$ cat config.mk
export PLATFORM = sky130hd
export DESIGN_NAME = htb_ram
export DESIGN_NICKNAME = d
export VERILOG_FILES = /design/src/hdl/huffman_tree_builder_core_assert.svh /design/src/hdl/htb_ram.sv
export SDC_FILE = /design/constraint.sdc
export NUM_CORES = 1
export LEC_CHECK = 0
export BUFFER_PORTS_ARGS = -buffer_cell sky130_fd_sc_hd__buf_2
export CAP_MARGIN = 10
export CORE_ASPECT_RATIO = 0.5
export CORE_MARGIN = 3
export CORE_UTILIZATION = 60
export DETAILED_ROUTE_END_ITERATION = 8
export PLACE_DENSITY_LB_ADDON = 0.05
export SLEW_MARGIN = 0
export SYNTH_ARGS = -nofsm -noshare
export SYNTH_HDL_FRONTEND = slang
export SYNTH_SLANG_ARGS = --single-unit
$ cat constraint.sdc
create_clock -name clk -period 2.4 [get_ports clk]
set_input_delay 0.6 -clock clk [delete_from_list [all_inputs] [get_ports clk]]
set_output_delay 0.6 -clock clk [all_outputs]
set_load 0.01 [all_outputs]
$ cat src/hdl/huffman_tree_builder_core_assert.svh
// Assertion macros shared by the tree builder RTL
`ifndef HUFFMAN_TREE_BUILDER_CORE_ASSERT_SVH
`define HUFFMAN_TREE_BUILDER_CORE_ASSERT_SVH

// Check an expression at every rising clock edge outside reset
`define HTB_ASSERT_ALWAYS(label, expr, msg) \
	label: assert property (@(posedge clk) disable iff (!arst_n) (expr)) else $error(msg);

// Check a consequent in the same cycle as its antecedent
`define HTB_ASSERT_SAME(label, ante, cons, msg) \
	label: assert property (@(posedge clk) disable iff (!arst_n) (ante) |-> (cons)) \
		else $error(msg);

// Check a consequent in the cycle after its antecedent
`define HTB_ASSERT_NEXT(label, ante, cons, msg) \
	label: assert property (@(posedge clk) disable iff (!arst_n) (ante) |=> (cons)) \
		else $error(msg);

`endif

$ cat src/hdl/htb_ram.sv
// Generic simple dual-port RAM with registered read
module htb_ram #(
	parameter int WIDTH = 8,
	parameter int DEPTH = 16
) (
	input logic clk,
	input logic we,
	input logic [$clog2(DEPTH)-1:0] waddr,
	input logic [WIDTH-1:0] wdata,
	input logic [$clog2(DEPTH)-1:0] raddr,
	output logic [WIDTH-1:0] rdata
);

	logic [WIDTH-1:0] mem [DEPTH];
	logic [WIDTH-1:0] rdata_q;

	always_ff @(posedge clk) begin
		if (we) begin
			mem[waddr] <= wdata;
		end
		rdata_q <= mem[raddr];
	end

	assign rdata = rdata_q;

endmodule

# == After elaboration in Yosys (flattened, before gate mapping) ==
# Memories as Yosys holds them, arrays and structs flattened. A register that Yosys moved wholly into a read port is not among the register bits.
# Cells that the tools add are included.
# word_totals
regBits,0
latch_bits,0
mem_bits_rw,128
mem_bits_ro,0
input_bits,18
memories,1
# classes
n_addsub,0
multipliers,0
div_mod_pow,0
magnitude_cmp,0
eq_ne,0
shifts,0
mux,2
bitwise_logic,0
n_reduce_logical,0
# mem_list
name,words,width,read_ports,rd_ports_with_merged_regs,wr,line_no,source
mem,16,8,1,1,1,htb_ram.sv:14,logic [WIDTH-1:0] mem [DEPTH];
# ops
operator,count
2-to-1 mux 1 bit,2

# == Logic depth before layout (Yosys ltp) ==
# logic_depth
word_depth,2
mapped_depth,5
depth_no_buf,3

# == Least setup slack after synthesis ==
# Ideal clock, no wire load.
# synth_path
path_type,input to register
startpoint,input waddr[2]
endpoint,memory mem[0][0] (enable)
setup_ns,0.383
t_arrival_ns,1.710
required_ns,2.017
path_slack_ns,0.307
path_stages,2
n_path_buf,0
cell_sequence,or3b_2 nor3_1
# synth_lines
element,line_no,source
"start, declared",htb_ram.sv:8,"input logic [$clog2(DEPTH)-1:0] waddr,"
"end, declared",htb_ram.sv:14,
# Straight into the memory's write port.

==> metrics.txt <==
outcome=complete, no violations; endpoint type of the worst setup path=flop; Post-CTS Setup Bufs=0; sequential share of power=0.460; Worst Hold Class=input port to flop; Die ar.=about 0.0098 mm2; GR Overflow Total=0; RR Startpoint=mem[0][2]$_DFFE_PP_; Power Density=943 mW/mm2; syn avg cell area=~22 um2; CP max FO=32; critical path arrival=2.02 ns; total power=0.00582 W; cell row count=23; fmax=580 MHz; max-cap viol count=0; crit path launch=raddr[0]; Final Skew=~0.01 ns; Detailed Place HPWL=between 6000 and 7000 um; core box area=roughly 0.008 mm2; Critical Path RT=2.69 ns; Setup CP Type=input port to flop; hold path start=wdata[3]; nets=302; chip width=around 140 um; CTS resizes=0; H-tree depth=4; cts hold-fix bufs=0; pins over their slew limit=0; ANT cells=0; share of the clock period used by the worst path=0.718; area grow syn2layout=19.8%; global-route wire length before repair=16,200 um; P_sw=roughly 0.0011 W; DRT Wirelength=10,600 um; endpoints failing setup=0; final hold vios=0; Antenna Nets Post-Route=0; Sw Ratio=0.191; Post-Synthesis Cell Area=just over 0.005 mm2; detailed-route DRC error count=0; Leak Pwr=approximately 2.1 nW; relative slew slack=0.550; Ys Warns=0; clk_lat worst skew=about 0.42 ns; Place WS=~0.24 ns; Comb pwr share=0.044; CTS buffer count=17; clock slew at reported path FFs=~0.06 ns; Worst VDD drop=0.653 mV; io pins=26; initial antenna violation count=0; vias per cell=a little over 6; syn_nets=between 200 and 250; flops & latches, synth=between 100 and 150; DR pass1 iterations=5; Worst-Margin Slew=0.672 ns; starting DRC count in detailed routing=about 320; Die Y=71.5 um; post-DR wirelength/cell=between 20 and 30 um; total number of vias=about 2.5k; TritonCTS clock tree=yes; register area share after synthesis=0.778; P_int=roughly 0.0047 W; Clock Tree Buf Depth=2; RePlAce Congestion=a little under 0.8; total negative setup slack=0 ns; fraction of layout cells with a size suffix above 1=0.316; Synth Instances=229; Synth cell types=19; clock power share=0.496; number of global-route vias before repair=2,603; Final WS setup=roughly 0.68 ns; largest net degree at the start of global routing=33; CTS sink cnt=around 140; gr usage total=0.245; Initial Utilization=0.630; startpoint types=input port; Root Buffer Master=clkbuf_16; Port Buf Inserts=25; Period minus WS final=~1.7 ns; RSZ-0062 raised after global routing=no
==> power by group through the flow <==
stage | Sequential, W | Combinational, W | Clock (W)
5_1_grt | 0.00268 | 0.000278 | 0.00302
3_5_place_dp | 0.00272 | 0.000257 | 0
2_1_floorplan | 0.00272 | 0.000135 | 0
4_1_cts | 0.00268 | 0.000260 | 0.00291
3_3_place_gp | 0.00272 | 0.000249 | 0
6_report | 0.00268 | 0.000257 | 0.00288
==> cell usage after synthesis (all sizes together) <==
master           n  share of area
nand3b           2         0.0029
buf              7          0.011
nor2            13         0.0095
nand2            9         0.0066
dfxtp            8          0.031
nand3            1        0.00097
a22oi           16          0.023
mux4            32           0.15
nand2b           2         0.0024
nor2b            1         0.0012
nor3             4         0.0039
clkdlybuf4s25    3         0.0058
edfxtp         128           0.75
and2             1         0.0012
and2b            1         0.0015
or3b             1         0.0017
==> cell type report <==
class	instances	area [um2]
clock inverter	13	226
timing repair buffer	46	308
sequential	136	4000
clock buffer	19	433
tap	112	140
fill	448	2000
multi-input combinational	83	1060
==> kinds of logic after synthesis <==
group | synth area share
simple gates | 0.0318
buf+inv | 0.0168
mux | 0.150
flops | 0.778
compound gates | 0.0233
==> critical path: stages <==
cell and delay, ns:
buf_2 0.10, buf_12 0.24, mux4_1 0.59, a22oi_1 0.36, nand2_1 0.11
==> routing by layer <==
metal / share of wire / track usage / up-vias
met4: 0.012 / 0.106 / 0
met3: 0.11 / 0.0743 / 11
met5: 0 / 0 / -
li1: - / - / 1086
met1: 0.41 / 0.373 / 1278
met2: 0.46 / 0.336 / 113
==> registers in the layout, summed over array words and instances, names as in the netlist <==
name,flops
mem,128
rdata,8
==> cells in the final DEF, fill, tap and decap left out, drive strengths merged <==
cell type,count
clkinv,5
or3b,1
and2,1
bufinv,6
nor2,13
buf,46
mux4,32
nand3,1
clkbuf,19
nor3,4
nor2b,1
nand2,9
a22oi,16
nand2b,2
edfxtp,128
nand3b,2
clkinvlp,2
and2b,1
dfxtp,8
==> path summary, 6_finish.rpt <==
| path | to | slack, ns | cells after the start |
|---|---|---|---|
| min | mem[9][3]$_DFFE_PP_ | 0.58 | 1 |
| max | rdata[2]$_DFF_P_ | 0.68 | 5 |
| min reg2reg | rdata[5]$_DFF_P_ | 0.69 | 3 |
| max reg2reg | rdata[2]$_DFF_P_ | 0.93 | 3 |
==> per-stage QoR <==
stage	util	cells	hold slack, ns	area [um2]
finish	0.755	409	0.579	6170
CTS	0.755	409	0.565	6170
floorplan	-	229	0.629	5150
global route	0.755	409	0.580	6170
global placement	0.674	377	0.657	5510
detailed placement	0.674	377	0.681	5510
Note: power is estimated with default switching activity, not from simulation.
